===== config.mk =====
export PLATFORM = sky130hd
export DESIGN_NAME = selection_sort_min_extract_top
export DESIGN_NICKNAME = d
export VERILOG_FILES = /design/src/ss_pkg.sv /design/src/selection_sort_min_extract_top.sv /design/src/ss_ram.sv
export SDC_FILE = /design/constraint.sdc
export NUM_CORES = 1
export LEC_CHECK = 0
export BUFFER_PORTS_ARGS = -buffer_cell sky130_fd_sc_hd__buf_2
export CAP_MARGIN = 10
export CORE_MARGIN = 3
export CORE_UTILIZATION = 45
export CTS_BUF_LIST = sky130_fd_sc_hd__clkbuf_4 sky130_fd_sc_hd__clkbuf_8
export DETAILED_ROUTE_END_ITERATION = 16
export GPL_TIMING_DRIVEN = 0
export PLACE_DENSITY_LB_ADDON = 0.15
export REMOVE_ABC_BUFFERS = 1
export SYNTH_ARGS = -nofsm -noshare
export SYNTH_HDL_FRONTEND = slang
export SYNTH_HIERARCHICAL = 1
export SYNTH_SLANG_ARGS = --single-unit

===== constraint.sdc =====
create_clock -name clk -period 4.1 [get_ports clk]
set_clock_uncertainty 0.15 [all_clocks]
set_input_delay 0.82 -clock clk [delete_from_list [all_inputs] [get_ports clk]]
set_output_delay 0.82 -clock clk [all_outputs]
set_load 0.01 [all_outputs]

===== src/ss_pkg.sv =====
// ----------------------------------------------------------------------------
// ss_pkg
// Shared constants for the selection sort min-extract block: default store
// depth, default stored value width and the fixed width of the value ports.
// ----------------------------------------------------------------------------
package ss_pkg;

	// default number of store entries
	localparam int SS_CAPACITY   = 32;
	// default width of a stored value
	localparam int SS_VALUE_BITS = 16;
	// width of the value and sorted_value ports
	localparam int SS_PORT_BITS  = 16;

endpackage


===== src/selection_sort_min_extract_top.sv =====
// ----------------------------------------------------------------------------
// selection_sort_min_extract_top
// Collects unsigned values into a RAM; on the request flagged final_item it
// emits every held value in ascending order (ties to the lowest entry), the
// last one flagged run_end. Values beyond the store depth are dropped.
// ----------------------------------------------------------------------------
//  channel | handshake                 | payload
//  --------+---------------------------+--------------------------
//  item    | item_valid / item_stall   | value, final_item
//  result  | result_valid / result_stall | sorted_value, run_end
//
//  loading takes one request per cycle, one RAM write each while the store has room.
//  after the final request a run of n values takes n passes: n RAM reads
//  through the single read port, the wait for the last read data, a step to
//  close the pass and an emit step; item_stall is high for the whole run.
//  a held result waits in the output register; a stalled result holds the
//  emit step until the register frees.
//  reset clears the count, the used bits and both valids; RAM is not cleared.
// ----------------------------------------------------------------------------
module selection_sort_min_extract_top #(
	parameter int CAPACITY   = ss_pkg::SS_CAPACITY,
	parameter int VALUE_BITS = ss_pkg::SS_VALUE_BITS
) (
	input  logic                            clk,
	input  logic                            arst_n,
	input  logic                            item_valid,
	output logic                            item_stall,
	input  logic [ss_pkg::SS_PORT_BITS-1:0] value,
	input  logic                            final_item,
	output logic                            result_valid,
	input  logic                            result_stall,
	output logic [ss_pkg::SS_PORT_BITS-1:0] sorted_value,
	output logic                            run_end
);
	import ss_pkg::*;

	localparam int IW = $clog2(CAPACITY);
	localparam int CW = $clog2(CAPACITY + 1);

	typedef enum logic [1:0] {
		ST_LOAD,
		ST_SCAN,
		ST_EMIT
	} state_t;

	state_t                  state_q;
	logic [CW-1:0]           cnt_q;
	logic [CW-1:0]           rd_idx_q;
	logic [CW-1:0]           emitted_q;
	logic                    valid_s1;
	logic [IW-1:0]           idx_s1;
	logic                    found_q;
	logic [VALUE_BITS-1:0]   best_q;
	logic [IW-1:0]           pick_q;
	logic [CAPACITY-1:0]     used_q;
	logic                    out_valid_q;
	logic [SS_PORT_BITS-1:0] out_value_q;
	logic                    out_end_q;

	logic                           accept;
	logic                           ram_we;
	logic [VALUE_BITS+SS_PORT_BITS-1:0] in_ext;
	logic [VALUE_BITS-1:0]          in_val;
	logic [VALUE_BITS-1:0]          rdata;
	logic [VALUE_BITS+SS_PORT_BITS-1:0] out_ext;
	logic                           issue;
	logic                           take;
	logic                           better;
	logic                           out_free;
	logic                           emit;
	logic                           last_pass;

	// value store
	ss_ram #(
		.WIDTH(VALUE_BITS),
		.DEPTH(CAPACITY)
	) u_store (
		.clk  (clk),
		.we   (ram_we),
		.waddr(cnt_q[IW-1:0]),
		.wdata(in_val),
		.raddr(rd_idx_q[IW-1:0]),
		.rdata(rdata)
	);

	// request side and width fitting
	always_comb begin
		accept    = item_valid && !item_stall;
		ram_we    = accept && (cnt_q < CW'(CAPACITY));
		in_ext    = {{VALUE_BITS{1'b0}}, value};
		in_val    = in_ext[VALUE_BITS-1:0];
		out_ext   = {{SS_PORT_BITS{1'b0}}, best_q};
		issue     = (state_q == ST_SCAN) && (rd_idx_q < cnt_q);
		take      = valid_s1 && !used_q[idx_s1];
		better    = !found_q || (rdata < best_q);
		out_free  = !out_valid_q || !result_stall;
		emit      = (state_q == ST_EMIT) && out_free;
		last_pass = (CW'(emitted_q + 1'b1) == cnt_q);
	end

	assign item_stall   = (state_q != ST_LOAD);
	assign result_valid = out_valid_q;
	assign sorted_value = out_value_q;
	assign run_end      = out_end_q;

	// sequencer: load, scan passes, emit
	always_ff @(posedge clk or negedge arst_n) begin
		if (!arst_n) begin
			state_q     <= ST_LOAD;
			cnt_q       <= '0;
			rd_idx_q    <= '0;
			emitted_q   <= '0;
			valid_s1    <= 1'b0;
			idx_s1      <= '0;
			found_q     <= 1'b0;
			best_q      <= '0;
			pick_q      <= '0;
			used_q      <= '0;
			out_valid_q <= 1'b0;
			out_value_q <= '0;
			out_end_q   <= 1'b0;
		end else begin
			// output register drains
			if (out_valid_q && !result_stall && !emit) begin
				out_valid_q <= 1'b0;
			end

			// read pipeline stage
			valid_s1 <= issue;
			idx_s1   <= rd_idx_q[IW-1:0];

			// running minimum over the returned entries
			if (take && better) begin
				found_q <= 1'b1;
				best_q  <= rdata;
				pick_q  <= idx_s1;
			end

			unique case (state_q)
				ST_LOAD: begin
					if (ram_we) begin
						cnt_q <= CW'(cnt_q + 1'b1);
					end
					if (accept && final_item) begin
						state_q  <= ST_SCAN;
						rd_idx_q <= '0;
						found_q  <= 1'b0;
					end
				end
				ST_SCAN: begin
					if (issue) begin
						rd_idx_q <= CW'(rd_idx_q + 1'b1);
					end else if (!valid_s1) begin
						state_q <= ST_EMIT;
					end
				end
				ST_EMIT: begin
					if (emit) begin
						out_valid_q     <= 1'b1;
						out_value_q     <= out_ext[SS_PORT_BITS-1:0];
						out_end_q       <= last_pass;
						rd_idx_q        <= '0;
						found_q         <= 1'b0;
						if (last_pass) begin
							// run finished: store empty again
							state_q   <= ST_LOAD;
							cnt_q     <= '0;
							emitted_q <= '0;
							used_q    <= '0;
						end else begin
							used_q[pick_q] <= 1'b1;
							emitted_q      <= CW'(emitted_q + 1'b1);
							state_q        <= ST_SCAN;
						end
					end
				end
				default: begin
					state_q <= ST_LOAD;
				end
			endcase
		end
	end

endmodule


===== src/ss_ram.sv =====
// ----------------------------------------------------------------------------
// ss_ram
// Generic single-write, single-read synchronous RAM with a registered read
// port. Contents are undefined until written.
// ----------------------------------------------------------------------------
module ss_ram #(
	parameter int WIDTH = 16,
	parameter int DEPTH = 32
) (
	input  logic                     clk,
	input  logic                     we,
	input  logic [$clog2(DEPTH)-1:0] waddr,
	input  logic [WIDTH-1:0]         wdata,
	input  logic [$clog2(DEPTH)-1:0] raddr,
	output logic [WIDTH-1:0]         rdata
);

	logic [WIDTH-1:0] mem [DEPTH];

	// write port and registered read port
	always_ff @(posedge clk) begin
		if (we) begin
			mem[waddr] <= wdata;
		end
		rdata <= mem[raddr];
	end

endmodule


==> results of run 1 <==
-- worst min-delay path by stage --
stage,from,end,slack (ns),cells past startpoint
after floorplan,best_q[0],sorted_value[0],0.30,2
after global placement,sorted_value[4],sorted_value[4],0.31,2
after detailed placement,sorted_value[0],sorted_value[0],0.31,2
after CTS,result_stall,result_valid,0.23,3
after global routing,result_stall,result_valid,0.25,3
final,result_stall,result_valid,0.28,3
-- power groups by stage --
| stage | Combinational (uW) | Sequential, uW | Clock [uW] |
|---|---|---|---|
| 2_1_floorplan | 3300 | 7800 | 0 |
| 3_3_place_gp | 4480 | 7940 | 0 |
| 3_5_place_dp | 5500 | 7850 | 0 |
| 4_1_cts | 5530 | 7720 | 5610 |
| 5_1_grt | 5940 | 7770 | 5920 |
| 6_report | 5490 | 7720 | 5480 |
-- sequential cells by signal (all words and copies together) (netlist names), 2 cells and up --
signal / cells
used_q: 32
u_store/mem: 512
u_store/rdata: 16
rd_idx_q: 6
sorted_value: 16
pick_q: 5
best_q: 16
state_q: 2
cnt_q: 6
idx_s1: 5
emitted_q: 6
-- critical path: cells and delay by family (launching register included) --
family	cells	cell delay, ns
flip-flops	1	0.49
buffers and inverters	2	0.55
AND/OR/NAND/NOR	4	2.09
-- layer usage --
metal	wire, um	global-route usage (%)
met1	26330	27.66
met2	28080	32.43
met3	3090	3.742
met4	1530	6.412
met5	0	0
-- cells by family (layout without fill, tap and decap cells) --
group | after synthesis | after routing | share of synthesized area (%)
other | 0 | 6 | 0
AOI/OAI and AO/OA | 258 | 258 | 6.718
buffers and inverters | 114 | 305 | 2.942
xor gates and xnor gates | 8 | 8 | 0.3302
and+or+nand+nor | 284 | 284 | 5.323
adders and majority gates | 23 | 23 | 1.134
muxes | 291 | 291 | 12.07
DFF | 626 | 626 | 71.48
-- per-stage QoR --
step | std cells | util [%] | hold WS, ns | setup slack, ns | power [uW]
after floorplan | 1517 | - | 0.3032 | -5.546 | 11100
after global placement | 2304 | 46.69 | 0.3054 | -9.234 | 12430
after detailed placement | 2351 | 48.88 | 0.3134 | -0.07687 | 13340
after CTS | 2541 | 52.67 | 0.2320 | 0.4698 | 18860
after global routing | 2545 | 52.74 | 0.2463 | 0.3173 | 19620
final | 2549 | 52.76 | 0.2798 | 0.5136 | 18690
-- cell usage after synthesis (all sizes together) (27+ instances only) --
cell    number  share of area (%)
a22oi       66                2.0
o21ai       30               0.59
nor2        77                1.2
edfxtp     512                 61
nand3       45               0.89
mux2i      266                 10
dfrtp       98                9.7
buf         66                2.2
inv         27               0.40
nand2       77                1.1
a22o        32                1.1
a21oi       76                1.5
-- layout make-up --
| class | count | area [um2] | area share [%] |
|---|---|---|---|
| Clock inverter | 41 | 292.8 | 1.001 |
| Antenna cell | 6 | 15.01 | 0.05136 |
| Tap cell | 748 | 935.9 | 3.201 |
| Clock buffer | 148 | 1793 | 6.133 |
| Inverter | 27 | 101.3 | 0.3467 |
| Sequential cell | 626 | 18150 | 62.09 |
| Multi-Input combinational cell | 864 | 6603 | 22.58 |
| Timing Repair Buffer | 89 | 1344 | 4.596 |
-- timing repair --
action,4_1_cts,5_1_grt
hold endpoints to repair,46,0
gates resized for setup,1,0
setup endpoints to repair,72,0
hold buffers,1,0
==> results.py, run 1 <==
metrics = {
    "critical_path": {
        "timing.rr.start": "state_q[0]",
        "critPathArrivalTime_ns": 3.83,
        "r2r.worst_path.cells": 6,
        "slack_of_the_worst_reg_to_reg_path_ns": 0.51,
        "r2r_end": "u_store/mem[22][12]",
        "timing.critical_path.cells": "inv_1 -> nand2_1 -> nor3b_2 -> nand3b_1 -> nor2_2 -> buf_8",
        "critPathLaunch": "state_q[0]",
        "crit_path_top_delay_cell": "sky130_fd_sc_hd__nor2_2",
        "endpoint": "u_store/mem[22][12]",
        "crit_path_max_fanout": 11,
        "cp_data_required_time_ns": 4.35,
        "critPathCaptureType": "flop",
        "criticalPathCategory": "flop to flop",
        "timing.critical_path.from_type": "flop",
        "slowest_delay_ns": 0.71,
    },
    "sta": {
        "layout_worst_path_cycle_share_pct": 87.47,
        "setup_viol": 0,
        "relSlewSlack_pct": 18.47,
        "maxSlewViolCount": 0,
        "setup_total_negative_slack_ns": 0,
        "finalWorstPathRequiredPeriod_ns": 3.586,
        "fmax_ghz": 0.2788,
        "rsz0062_at_grt": "false",
        "report.final.hold_viol_count": 0,
        "worst_pin_slew_ns": 1.223,
    },
    "power": {
        "peak_ir_drop_on_the_vdd_network_v": 0.0004606,
        "seq_power_share_pct": 41.3,
        "power-per-cell-area_nw_per_um2": 639.4,
        "clock_power_share_pct": 29.3,
        "intPower_uw": 12660,
        "leakage_dissipation_uw": 0.01094,
        "power_frac_comb_pct": 29.4,
        "power.share.switching_pct": 32.26,
        "power.net_switching_uw": 6030,
    },
    "grt": {
        "first_global_vias": 14310,
        "grt_first_pass_wirelength_um": 89040,
        "grt_remaining_overflow": 0,
        "groute.usage.overall_pct": 20.05,
        "antenna_found_initial": 2,
        "pin_count_of_the_biggest_net_entering_global_routing": 54,
    },
    "route": {
        "drt_first_iter_violations": 1138,
        "wl_per_cell_um": 23.16,
        "first_pass_iters": 5,
        "ant_nets": 0,
        "drcViolationCount": 0,
        "via_per_inst": 5.544,
        "totalWireLength_um": 59030,
        "route.vias.total": 14130,
    },
    "placement": {
        "routabilityCongestion": 0.7674,
        "dpl-instance-area_um2": 27090,
        "place.port_buffers": 39,
        "dpl.hpwl_um": 35180,
    },
    "synthesis": {
        "postSynthAreaPerCell_um2": 15.83,
        "synth_warnings": 6,
        "synth_seq_cells": 626,
        "syn_inst": 1604,
        "ys_async_sr_fraction_pct": 15.65,
        "synth.yosys.seq_area_share_pct": 71.48,
        "yosys.cell_types.count": 61,
        "count_of_flip_flops_with_a_built_in_enable_after_synthesis": 512,
        "postSynth.topFlopCell": "sky130_fd_sc_hd__edfxtp_1",
        "post_synth_instance_area_um2": 25390,
    },
    "cts": {
        "ctsLongestPathBuffers": 3,
        "cts_tree": "yes",
        "root_buffer_cell": "sky130_fd_sc_hd__clkbuf_8",
        "clock_insertion_delay_at_the_later_pin_of_the_skew_report_ns": 0.71,
        "cts.sinks": 626,
        "cts.clk_slew.worst_paths_ns": 0.06,
        "htree_num_levels": 3,
        "cts_made_buffers": 102,
        "post_cts.repair.setup_buffers": 0,
    },
    "layout": {
        "most_common_library_cell_in_the_layout_ignoring_fill_and_taps": "sky130_fd_sc_hd__edfxtp_1",
        "syn2layout_area_growth_pct": 15.16,
        "most_frequent_cells_in_the_layout": "sky130_fd_sc_hd__edfxtp_1 (512), sky130_fd_sc_hd__mux2i_1 (266), sky130_fd_sc_hd__clkbuf_8 (109)",
        "filler_cell_count": 4562,
        "design.final.nets": 1754,
        "layout-drive-gt1-share_pct": 18.11,
        "layout.cell_area.non_filler_um2": 29240,
    },
    "run": {
        "max_cap_viol_count": 0,
    },
    "die": {
        "row_count": 86,
        "fp.dieW_um": 243.5,
        "floorplan.die.height_um": 243.5,
        "dieArea_um2": 59300,
        "num_io_pins": 40,
        "core_box_area_um2": 55420,
        "starting_utilization_of_the_core_area_pct": 45.81,
    },
    "status": {
        "run_status": "finished, final reports clean",
    },
    "worst_hold_path": {
        "hold_path_class": "input port to flop",
    },
}
Note: power is estimated with default switching activity, not from simulation.
==> inputs of run 2 (changes only) <==
CELL_PAD_IN_SITES_DETAIL_PLACEMENT = 0   (was not set)
CELL_PAD_IN_SITES_GLOBAL_PLACEMENT = 1   (was not set)
==> results.py, run 2 (same netlist as run 1, synthesis figures left out) <==
metrics = {
    "status": {
        "run_status": "finished, final reports clean",
    },
    "layout": {
        "layout-drive-gt1-share_pct": 18.37,
        "max_ffs_per_register": 512,
        "design.final.nets": 1758,
        "biggest_regs": "u_store/mem: 512 flops, used_q: 32 flops",
        "post-route-util_pct": 52.49,
        "registers.top_by_ff_count": "u_store/mem",
        "seq_area_um2": 18150,
        "layout.cell_area.non_filler_um2": 29090,
        "filler_cell_count": 4569,
        "most_frequent_cells_in_the_layout": "sky130_fd_sc_hd__edfxtp_1 (512), sky130_fd_sc_hd__mux2i_1 (266), sky130_fd_sc_hd__clkbuf_8 (109)",
        "most_common_library_cell_in_the_layout_ignoring_fill_and_taps": "sky130_fd_sc_hd__edfxtp_1",
        "syn2layout_area_growth_pct": 14.57,
        "multi_input_area_um2": 6603,
    },
    "grt": {
        "globalRouteMet1Util_pct": 27.68,
        "groute.usage.overall_pct": 19.69,
        "grt_remaining_overflow": 0,
        "grt_first_pass_wirelength_um": 87690,
        "first_global_vias": 13940,
        "grt_util_met2_pct": 31.81,
        "grt_busiest_layer": "met2",
        "grt_util_met3_pct": 3.544,
        "antenna_found_initial": 0,
        "pin_count_of_the_biggest_net_entering_global_routing": 63,
    },
    "route": {
        "totalWireLength_um": 57830,
        "first_pass_iters": 4,
        "via_per_inst": 5.506,
        "route.vias.total": 14020,
        "ant_nets": 0,
        "drt_first_iter_violations": 1051,
        "wl_per_cell_um": 22.71,
        "drcViolationCount": 0,
    },
    "critical_path": {
        "cp_num_buf_inv": 3,
        "critical-path-top-cell-by-count": "sky130_fd_sc_hd__buf_16",
        "criticalPathCategory": "flop to flop",
        "timing.rr.start": "rd_idx_q[0]",
        "critPathArrivalTime_ns": 3.95,
        "cp_data_required_time_ns": 4.41,
        "crit_path_top_delay_cell": "sky130_fd_sc_hd__dfrtp_4",
        "critPathLaunch": "rd_idx_q[0]",
        "timing.critical_path.from_type": "flop",
        "slowest_delay_ns": 0.95,
        "crit_path_max_fanout": 52,
        "critPathCaptureType": "flop",
        "timing.critical_path.max_delay_family": "buffers and inverters",
        "timing.critical_path.cells": "buf_16 -> buf_16 -> buf_12 -> mux2i_1 -> a22o_1 -> nor3_1 -> a31oi_1 -> nand3_1",
    },
    "cts": {
        "ctsLongestPathBuffers": 3,
        "root_buffer_cell": "sky130_fd_sc_hd__clkbuf_8",
        "cts_tree": "yes",
        "clock_insertion_delay_at_the_later_pin_of_the_skew_report_ns": 0.67,
        "htree_num_levels": 3,
        "cts.sinks": 626,
        "cts_made_buffers": 104,
        "cts.clk_slew.worst_paths_ns": 0.06,
    },
    "sta": {
        "worst_pin_slew_ns": 1.318,
        "layout_worst_path_cycle_share_pct": 88.59,
        "maxSlewViolCount": 0,
        "fmax_ghz": 0.2753,
        "setup_viol": 0,
        "report.final.hold_viol_count": 0,
        "relSlewSlack_pct": 12.11,
        "finalWorstPathRequiredPeriod_ns": 3.632,
        "rsz0062_at_grt": "false",
        "hold-worst-slack_ns": 0.3106,
    },
    "power": {
        "leakage_dissipation_uw": 0.01092,
        "p_total_uw": 18510,
        "peak_ir_drop_on_the_vdd_network_v": 0.0004257,
        "power-per-cell-area_nw_per_um2": 636.3,
    },
    "placement": {
        "dpl.hpwl_um": 36410,
        "dpl-instance-area_um2": 27020,
        "place.port_buffers": 39,
        "routabilityCongestion": 0.7161,
    },
    "worst_hold_path": {
        "hold_crit_start": "result_stall",
        "hold_path_class": "input port to flop",
    },
    "die": {
        "num_io_pins": 40,
        "row_count": 86,
        "fp.dieW_um": 243.5,
        "starting_utilization_of_the_core_area_pct": 45.81,
        "dieArea_um2": 59300,
        "core_box_area_um2": 55420,
        "floorplan.die.height_um": 243.5,
    },
    "run": {
        "max_cap_viol_count": 0,
    },
}
run 2: metrics by stage:
step | cells | worst slack (ns) | TNS [ns]
after global routing | 2544 | 0.2895 | 0
final | 2546 | 0.4679 | 0
after detailed placement | 2353 | 0.08740 | 0
after CTS | 2542 | 0.05409 | 0
after global placement | 2304 | -9.130 | -476.95
after floorplan | 1517 | -5.546 | -133.86
run 2: worst register-to-register path, cell delays in order (launching register included):
cell and delay, ns:
sky130_fd_sc_hd__dfrtp_4 0.95, sky130_fd_sc_hd__buf_16 0.41, sky130_fd_sc_hd__buf_16 0.35, sky130_fd_sc_hd__buf_12 0.32, sky130_fd_sc_hd__mux2i_1 0.23, sky130_fd_sc_hd__a22o_1 0.17
sky130_fd_sc_hd__nor3_1 0.06, sky130_fd_sc_hd__a31oi_1 0.50, sky130_fd_sc_hd__nand3_1 0.30
run 2: repair_timing:
item                                    4_1_cts  5_1_grt
hold endpoints to repair                     36        0
gates resized for setup                       0        1
endpoints found under the setup margin        0      216
buffers inserted                              0        0
hold buffers                                  1        0
run 2: metal layers:
layer  wire [um]  share of wire [%]
met5           0                  0
met4        1245                2.2
met3        2630                4.5
met2       27870                 48
met1       26080                 45
run 2: power breakdown:
group	internal [uW]	switching (uW)	total, uW
Sequential	7190	539	7730
Clock	2940	2340	5280
Combinational	2460	3030	5490
Total	12600	5910	18500
run 2: layout make-up:
class                           count  share of cell area (%)
Antenna cell                        2                 0.01721
Timing Repair Buffer               91                   4.379
Sequential cell                   626                   62.41
Clock inverter                     23                  0.3269
Inverter                           27                  0.3484
Multi-Input combinational cell    864                   22.70
Clock buffer                      165                   6.603
Tap cell                          748                   3.218
run 2: final timing paths:
| path | to | cells after the start | slack (ns) |
|---|---|---|---|
| worst max-delay path | u_store/rdata[2] | 8 | 0.47 |
| worst min-delay path | result_valid | 3 | 0.31 |
| worst max register to register | u_store/rdata[2] | 8 | 0.47 |
| worst min register to register | sorted_value[0] | 2 | 0.31 |
| max in group asynchronous | sorted_value[8] | 3 | 2.57 |
| min in group asynchronous | used_q[20] | 2 | 0.53 |
